$ cat src/rtl/swc_pkg.sv
// Package for the single-peak window checker.
// Holds sizes, register indexes, phase and outcome codes, and the shared structs.
// No dependencies.
package swc_pkg;

	localparam int MAX_LANES = 2;
	localparam int MAX_SEQ   = 64;

	localparam int TIME_W    = $clog2(MAX_SEQ);
	localparam int LEN_W     = $clog2(MAX_SEQ + 1);
	localparam int LANE_W    = (MAX_LANES > 1) ? $clog2(MAX_LANES) : 1;
	localparam int LANES_W   = $clog2(MAX_LANES + 1);

	localparam int SCORE_W   = 16;
	localparam int SEQ_REG_W = 7;
	localparam int LANE_REG_W = 2;
	localparam int CFG_DATA_W = 16;
	localparam int CFG_IDX_W  = 2;
	localparam int OUTCOME_W  = 3;
	localparam int PHASE_W    = 2;

	localparam logic [CFG_IDX_W-1:0] REG_THRESHOLD = 2'd0;
	localparam logic [CFG_IDX_W-1:0] REG_SEQ_LEN   = 2'd1;
	localparam logic [CFG_IDX_W-1:0] REG_LANES     = 2'd2;

	localparam logic [SCORE_W-1:0]    THRESHOLD_RST = 16'd32113;
	localparam logic [SEQ_REG_W-1:0]  SEQ_LEN_RST   = 7'd64;
	localparam logic [LANE_REG_W-1:0] LANES_RST     = 2'd2;

	localparam logic [PHASE_W-1:0] PH_WAIT = 2'd0;
	localparam logic [PHASE_W-1:0] PH_IN   = 2'd1;
	localparam logic [PHASE_W-1:0] PH_DONE = 2'd2;

	localparam logic [OUTCOME_W-1:0] OC_OK          = 3'd0;
	localparam logic [OUTCOME_W-1:0] OC_STARTS_HIGH = 3'd1;
	localparam logic [OUTCOME_W-1:0] OC_INCOMPLETE  = 3'd2;
	localparam logic [OUTCOME_W-1:0] OC_SECOND      = 3'd3;
	localparam logic [OUTCOME_W-1:0] OC_NO_OVERLAP  = 3'd4;

	typedef struct packed {
		logic [SCORE_W-1:0] threshold;
		logic [LEN_W-1:0]   len;
		logic [LANES_W-1:0] lanes;
	} cfg_t;

	typedef struct packed {
		logic                 valid;
		logic                 detected;
		logic [OUTCOME_W-1:0] outcome;
	} res_t;

endpackage

$ cat src/rtl/swc_core.sv
// Window state of the single-peak window checker: per-lane peak tracking,
// the store of finished peaks, the overlap check and the verdict. Depends on swc_pkg.
module swc_core (
	input  logic                          clk,
	input  logic                          arst_n,
	input  swc_pkg::cfg_t                 cfg,
	input  logic                          step,
	input  logic [swc_pkg::SCORE_W-1:0]   score,
	output swc_pkg::res_t                 res
);

	logic [swc_pkg::TIME_W-1:0]    time_q, time_n;
	logic [swc_pkg::LANE_W-1:0]    lane_q, lane_n;
	logic [swc_pkg::PHASE_W-1:0]   phase_q, phase_n;
	logic [swc_pkg::TIME_W-1:0]    pstart_q, pstart_n;
	logic [swc_pkg::TIME_W-1:0]    pend_q, pend_n;
	logic                          overlap_q, overlap_n;
	logic [swc_pkg::OUTCOME_W-1:0] fail_q, fail_n;

	logic [swc_pkg::TIME_W-1:0] store_start_q [swc_pkg::MAX_LANES];
	logic [swc_pkg::TIME_W-1:0] store_end_q   [swc_pkg::MAX_LANES];

	logic high, above, last_step, last_lane, store_we;
	logic [swc_pkg::TIME_W-1:0] pstart_t, pend_t;
	logic [swc_pkg::PHASE_W-1:0] phase_t;

	assign high      = score >= cfg.threshold;
	assign above     = score > cfg.threshold;
	assign last_step = (swc_pkg::LEN_W'(time_q) + swc_pkg::LEN_W'(1)) >= cfg.len;
	assign last_lane = (swc_pkg::LANES_W'(lane_q) + swc_pkg::LANES_W'(1)) >= cfg.lanes;

	always_comb begin
		pstart_t  = pstart_q;
		pend_t    = pend_q;
		phase_t   = phase_q;
		fail_n    = fail_q;
		overlap_n = overlap_q;
		store_we  = 1'b0;
		if (fail_q == swc_pkg::OC_OK) begin
			if (time_q == '0) begin
				if (above) begin
					fail_n = swc_pkg::OC_STARTS_HIGH;
				end
			end else begin
				case (phase_q)
					swc_pkg::PH_WAIT: begin
						if (high) begin
							pstart_t = time_q;
							phase_t  = swc_pkg::PH_IN;
						end
					end
					swc_pkg::PH_IN: begin
						if (!high) begin
							pend_t  = time_q - swc_pkg::TIME_W'(1);
							phase_t = swc_pkg::PH_DONE;
						end
					end
					default: begin
						if (high) begin
							fail_n = swc_pkg::OC_SECOND;
						end
					end
				endcase
			end
			if (fail_n == swc_pkg::OC_OK && last_step) begin
				if (phase_t != swc_pkg::PH_DONE) begin
					fail_n = swc_pkg::OC_INCOMPLETE;
				end else begin
					store_we = 1'b1;
					for (int k = 0; k < swc_pkg::MAX_LANES; k++) begin
						if (swc_pkg::LANE_W'(k) < lane_q && pstart_t <= store_end_q[k] &&
								store_start_q[k] <= pend_t) begin
							overlap_n = 1'b1;
						end
					end
				end
			end
		end

		time_n   = time_q + swc_pkg::TIME_W'(1);
		lane_n   = lane_q;
		phase_n  = phase_t;
		pstart_n = pstart_t;
		pend_n   = pend_t;
		res.valid    = 1'b0;
		res.detected = 1'b0;
		res.outcome  = swc_pkg::OC_OK;
		if (last_step) begin
			time_n   = '0;
			phase_n  = swc_pkg::PH_WAIT;
			pstart_n = '0;
			pend_n   = '0;
			if (!last_lane) begin
				lane_n = lane_q + swc_pkg::LANE_W'(1);
			end else begin
				lane_n    = '0;
				res.valid = 1'b1;
				if (fail_n != swc_pkg::OC_OK) begin
					res.outcome = fail_n;
				end else if (cfg.lanes < swc_pkg::LANES_W'(2) || overlap_n) begin
					res.detected = 1'b1;
				end else begin
					res.outcome = swc_pkg::OC_NO_OVERLAP;
				end
				fail_n    = swc_pkg::OC_OK;
				overlap_n = 1'b0;
			end
		end
	end

	always_ff @(posedge clk or negedge arst_n) begin
		if (!arst_n) begin
			time_q    <= '0;
			lane_q    <= '0;
			phase_q   <= swc_pkg::PH_WAIT;
			pstart_q  <= '0;
			pend_q    <= '0;
			overlap_q <= 1'b0;
			fail_q    <= swc_pkg::OC_OK;
		end else if (step) begin
			time_q    <= time_n;
			lane_q    <= lane_n;
			phase_q   <= phase_n;
			pstart_q  <= pstart_n;
			pend_q    <= pend_n;
			overlap_q <= overlap_n;
			fail_q    <= fail_n;
		end
	end

	always_ff @(posedge clk) begin
		if (step && store_we) begin
			store_start_q[lane_q] <= pstart_t;
			store_end_q[lane_q]   <= pend_t;
		end
	end

endmodule

$ cat config.mk
export PLATFORM = sky130hd
export DESIGN_NAME = swc_core
export DESIGN_NICKNAME = d
export VERILOG_FILES = /design/src/rtl/swc_pkg.sv /design/src/rtl/swc_core.sv
export SDC_FILE = /design/constraint.sdc
export NUM_CORES = 1
export LEC_CHECK = 0
export CORE_UTILIZATION = 28
export DETAILED_ROUTE_END_ITERATION = 10
export DONT_BUFFER_PORTS = 1
export GPL_ROUTABILITY_DRIVEN = 0
export PLACE_DENSITY = 0.43
export SLEW_MARGIN = 0
export SYNTH_ARGS = -nofsm -noshare
export SYNTH_HDL_FRONTEND = slang
export SYNTH_SLANG_ARGS = --single-unit
export TNS_END_PERCENT = 50
$ cat constraint.sdc
create_clock -name clk -period 5.6 [get_ports clk]
set_clock_uncertainty 0.1 [all_clocks]
set_input_delay 0.56 -clock clk [delete_from_list [all_inputs] [get_ports clk]]
set_output_delay 0.56 -clock clk [all_outputs]
set_load 0.02 [all_outputs]
---- Word-level counts from Yosys, hierarchy flattened ----
Memory sizes are Yosys's and may differ from the RTL's.
Cells that the tools add are included.
storage, ports and cells
  register bits ........................... 25
  latch bits .............................. 0
  bits in writable memories ............... 24
  ROM bits ................................ 0
  bits of input ports ..................... 44
  output and inout bits ................... 5
  logic and storage cells ................. 92
  memories ................................ 2
memories
  name           words  width  rd ports  clocked after Yosys merged registers in  wr ports  RTL line        text
  store_end_q    2      6      2         0                                        1         swc_core.sv:21  logic [swc_pkg::TIME_W-1:0] store_end_q [swc_pkg::MAX_LANES];
  store_start_q  2      6      2         0                                        1         swc_core.sv:20  logic [swc_pkg::TIME_W-1:0] store_start_q [swc_pkg::MAX_LANES];
cells by class
  $add $sub $neg .......................... 5
  multipliers ............................. 0
  div/mod/pow operators ................... 0
  order comparisons ....................... 11
  equality and inequality tests ........... 2
  shifts and indexed selects .............. 0
  muxes and demuxes ....................... 49
  bitwise logic cells ..................... 0
  reductions and logical operators ........ 16
operator list
  operator                                             count
  two-way mux 6 bit                                    13
  two-way mux 3 bit                                    12
  less-or-equal comparator 6 bit                       4
  greater-or-equal comparator 16 bit                   1
  > comparator 16 bit                                  1
  two-way mux 1 bit                                    15
  two-way mux 2 bit                                    6
  two-way mux 5 bit                                    2
  adder 6 x 1 -> 7 bit, second input constant          1
  greater-or-equal comparator 7 bit                    1
  adder 6 x 1 -> 6 bit, second input constant          1
  logical AND 1 bit                                    6
  zero test 3 bit                                      2
  zero test 6 bit                                      1
  subtractor 6 x 1 -> 6 bit, second input constant     1
  one-hot mux 2 bit (2 select lines)                   1
  AND reduction 2 bit                                  2
  nonzero test 3 bit                                   1
  adder 1 x 1 -> 2 bit, second input constant          1
  equality test 2 x 1 -> 1 bit, second input constant  1
  greater-or-equal comparator 2 bit                    1
  zero test 2 bit                                      1
  less-than comparator 1 bit, first input constant     2
  less-than comparator 2 bit, second input constant    1
  5 further kinds                                      5

---- Longest topological paths before layout ----
  word-level depth ........................ 18
  gate-level depth with buffers ........... 18
  depth with buffers taken out ............ 18

---- Worst setup path after synthesis ----
Ideal clock, no wire load.
  path type ............................... input to output
  start point ............................. input cfg[10] (netlist name)
  end point ............................... output res[3] (netlist name)
  arrival ................................. 4,468 ps
  data required time ...................... 4,940 ps
  path slack .............................. 472 ps
  stages on the path ...................... 18
  path buffers ............................ 0
  cells stage by stage .................... inv_1 > ha_1 > nor2b_4 > o211ai_2 > a2111oi_1 > a2111o_1 > or2_4 > nand3b_1 > mux2i_1 > inv_1 > ha_1 > nor2b_1 > o21ai_0 > a21oi_1 > a2111oi_0 > o221ai_1 > or4_1 > a211oi_2
RTL lines
  what             RTL line       text
  start, declared  swc_core.sv:6  input swc_pkg::cfg_t cfg,
  end, declared    swc_core.sv:9  output swc_pkg::res_t res

==> run metrics <==
initial antenna violation count=0; Synthesized Nets=414; Cell variety after synth=52; Syn Inst Count=330; Max-cap violations=0; Pre-antenna DRT Iters=4; core area=9860 µm²; #FFs+latches synth=37; top cell type's share of synthesized area=21.7%; Area Overhead vs Synth=13.3%; clock tree root buffer cell=clkbuf_8; WP data arrival=4690 ps; cell with the most instances after synthesis=inv_1; number of global-route vias before repair=2275; R2R depth=15; CP max FO=5; DRT Wirelength=6.73 mm; Relative slew margins=51.6%; synthesized area per cell=8.74 µm²; startpoint types=primary input; flop2flop setup slack=1540 ps; Fin Setup TNS=0 ps; Nets=425; Pleak=1.54 nW; global route total overflow=0; global-route usage over all layers=13.1%; Critical-path top delay cell=a2111o_1; top cells by count, synth=inv_1 (43), ha_1 (40), nand2_1 (40), o21ai_0 (35), dfrtp_1 (25); HPWL after detailed placement=5.37 mm; Pwr Density=410 nW/µm²; CTS Buf Count=5; pin count of the biggest net entering global routing=26; fin crit share=95.6%; worst hold path class=in2reg; FF-to-FF End=overlap_q; Initial Util=29.2%; Die Ht=104 µm; Fin. Hold Viols=0; crit-path cells=inv_1, ha_1, nor2b_4, o211ai_2, a2111oi_1, a2111o_1, or2_4, nand3b_1, mux2i_2, inv_1, ha_1, nor2b_1, o21ai_0, a21oi_1, a2111oi_0, o221ai_1, or4_1, a211oi_2, buf_4; Filler cells=1055; CP required=4940 ps; row count=36; Warnings, synthesis=0; Routed Antenna Nets=0; layout cells sized above 1=9.06%; drt wl/cell=14.2 µm; global-route wire length before repair=11.3 mm; # setup viols final=0; IO Count=49; Longest Clk Path Bufs=2; post-synthesis sequential area ratio=34.2%; Die ar.=10700 µm²; CP bufs+invs=3; die boundary width=104 µm; CP max stage delay=500 ps; post-synthesis async set-or-reset flop share=67.6%; post-route minimum period=5350 ps; critical path class=in2out; Hold Path Sink=time_q[0]; outcome=complete, no violations; Critical Path End Type=primary output; Post-synth EDFFs=12; fmax=0.187 GHz; worst-case vdd ir drop=0.156 mV; Via Count=2287; Core Util, Final=33.1%; number of DRC markers in iteration 0=87; cell taking the most area after synthesis=dfrtp_1; CTS H-tree lvls=2; DRC viols=0; Synth area leaders=dfrtp_1 (22%), ha_1 (17%), edfxtp_1 (12%), o21ai_0 (6.1%), inv_1 (5.6%); Clock Sinks=37; reg2reg start=time_q[2]; min-delay src=step; clk_lat worst skew=280 ps; unrepaired setup endpoints after global routing=no; Crit path max-delay family=compound AO/OA/AOI/OAI gates; dominant synthesized flop cell=dfrtp_1; diode count=0; Mapped Area=2890 µm²; port bufs=0; TritonCTS clock tree=yes; CTS clk-pin slew, worst paths=70 ps; Vias per Instance=4.81; Hold Crit Depth=1; slew at the pin closest to its max-slew limit=721 ps; Max Slew Vio Count=0
worst max-delay path by stage:
| stage | cells past startpoint | slack [ps] | startpoint | to |
|---|---|---|---|---|
| after floorplan | 18 | 470 | cfg[10] | res[3] |
| after global placement | 19 | 270 | cfg[10] | res[3] |
| after detailed placement | 19 | 240 | cfg[10] | res[3] |
| after CTS | 19 | 220 | cfg[10] | res[3] |
| after global routing | 20 | 10 | cfg[10] | res[3] |
| final | 19 | 250 | cfg[10] | res[3] |
area by class of cell:
type	count	area (µm²)	area share (%)
Clock inverter	1	30.0	0.919
Timing Repair Buffer	14	120	3.68
Multi-Input combinational cell	239	1710	52.5
Inverter	44	165	5.05
Tap cell	133	166	5.09
Clock buffer	7	86.3	2.64
Sequential cell	37	986	30.2
what timing repair did:
action,4_1_cts,5_1_grt
buffers inserted,0,0
gates resized for setup,0,6
hold endpoints to repair,25,0
hold buffers,2,0
setup endpoints to repair,0,2
worst register-to-register path, delay by kind of cell, from the launching register on:
| kind | cells | cell delay [ps] |
|---|---|---|
| AO/OA/AOI/OAI | 5 | 1090 |
| AND/OR/NAND/NOR | 6 | 1470 |
| adder cells (fa/ha/maj) | 1 | 300 |
| multiplexers | 1 | 280 |
| buffers and inverters | 2 | 210 |
| flip-flops | 1 | 530 |
cells in the final DEF (no fill, tap or decap), types with 3 or more instances in the layout:
cell | Yosys | layout
o22ai_1 | 3 | 3
buf_4 | 0 | 12
ha_1 | 40 | 40
nor2_1 | 13 | 13
edfxtp_1 | 12 | 12
clkbuf_8 | 0 | 6
xor2_1 | 4 | 4
a21o_1 | 6 | 6
mux2i_1 | 9 | 6
mux2i_2 | 0 | 3
or4_1 | 3 | 3
nand2b_1 | 4 | 4
dfrtp_1 | 25 | 25
o21ai_1 | 2 | 3
xnor2_1 | 4 | 4
inv_1 | 43 | 43
a21oi_1 | 14 | 14
o21ai_0 | 35 | 34
nor3_1 | 8 | 8
nand2_1 | 40 | 40
nand3_1 | 9 | 9
nand4_1 | 3 | 3
o2bb2ai_1 | 4 | 4
nor2b_1 | 4 | 4
kinds of logic (layout without fill, tap and decap cells):
kind of cell,after synthesis,after routing,synth area share [%]
and+or+nand+nor,102,102,18.5
AOI/OAI and AO/OA,80,80,17.4
buffers and inverters,54,66,7.07
adders and majority gates,40,40,17.3
DFF,37,37,34.2
muxes,9,9,3.12
xor gates and xnor gates,8,8,2.43
per-layer routing:
layer  share of wire (%)  up-vias  GRT usage [%]
met5                   0        -              0
met2                  47       56           22.3
met3                 4.2        5           2.27
met4                0.95        0           3.73
li1                    -     1185              -
met1                  47     1041           16.9
state kept, by name (all words and copies together), names as in the netlist:
name,flops
fail_q,3
lane_q,1
overlap_q,1
pend_q,6
phase_q,2
pstart_q,6
store_end_q,6
store_start_q,6
time_q,6
where the power goes:
part	switching (mW)	total (mW)	internal, mW
registers	0.0860	0.447	0.361
clock network	0.0952	0.240	0.145
logic	0.375	0.654	0.279
metrics by stage:
stage | hold slack (ps) | std cells | worst slack [ps] | power, mW | instance area [µm²]
CTS | 244 | 475 | 217 | 1.35 | 3250
detailed placement | 166 | 465 | 239 | 1.09 | 3100
floorplan | 164 | 330 | 472 | 0.903 | 2890
finish | 254 | 475 | 245 | 1.34 | 3270
global route | 241 | 475 | 10.0 | 1.47 | 3270
global placement | 166 | 465 | 266 | 1.10 | 3100
No activity file was read; power rests on OpenSTA's default activity.
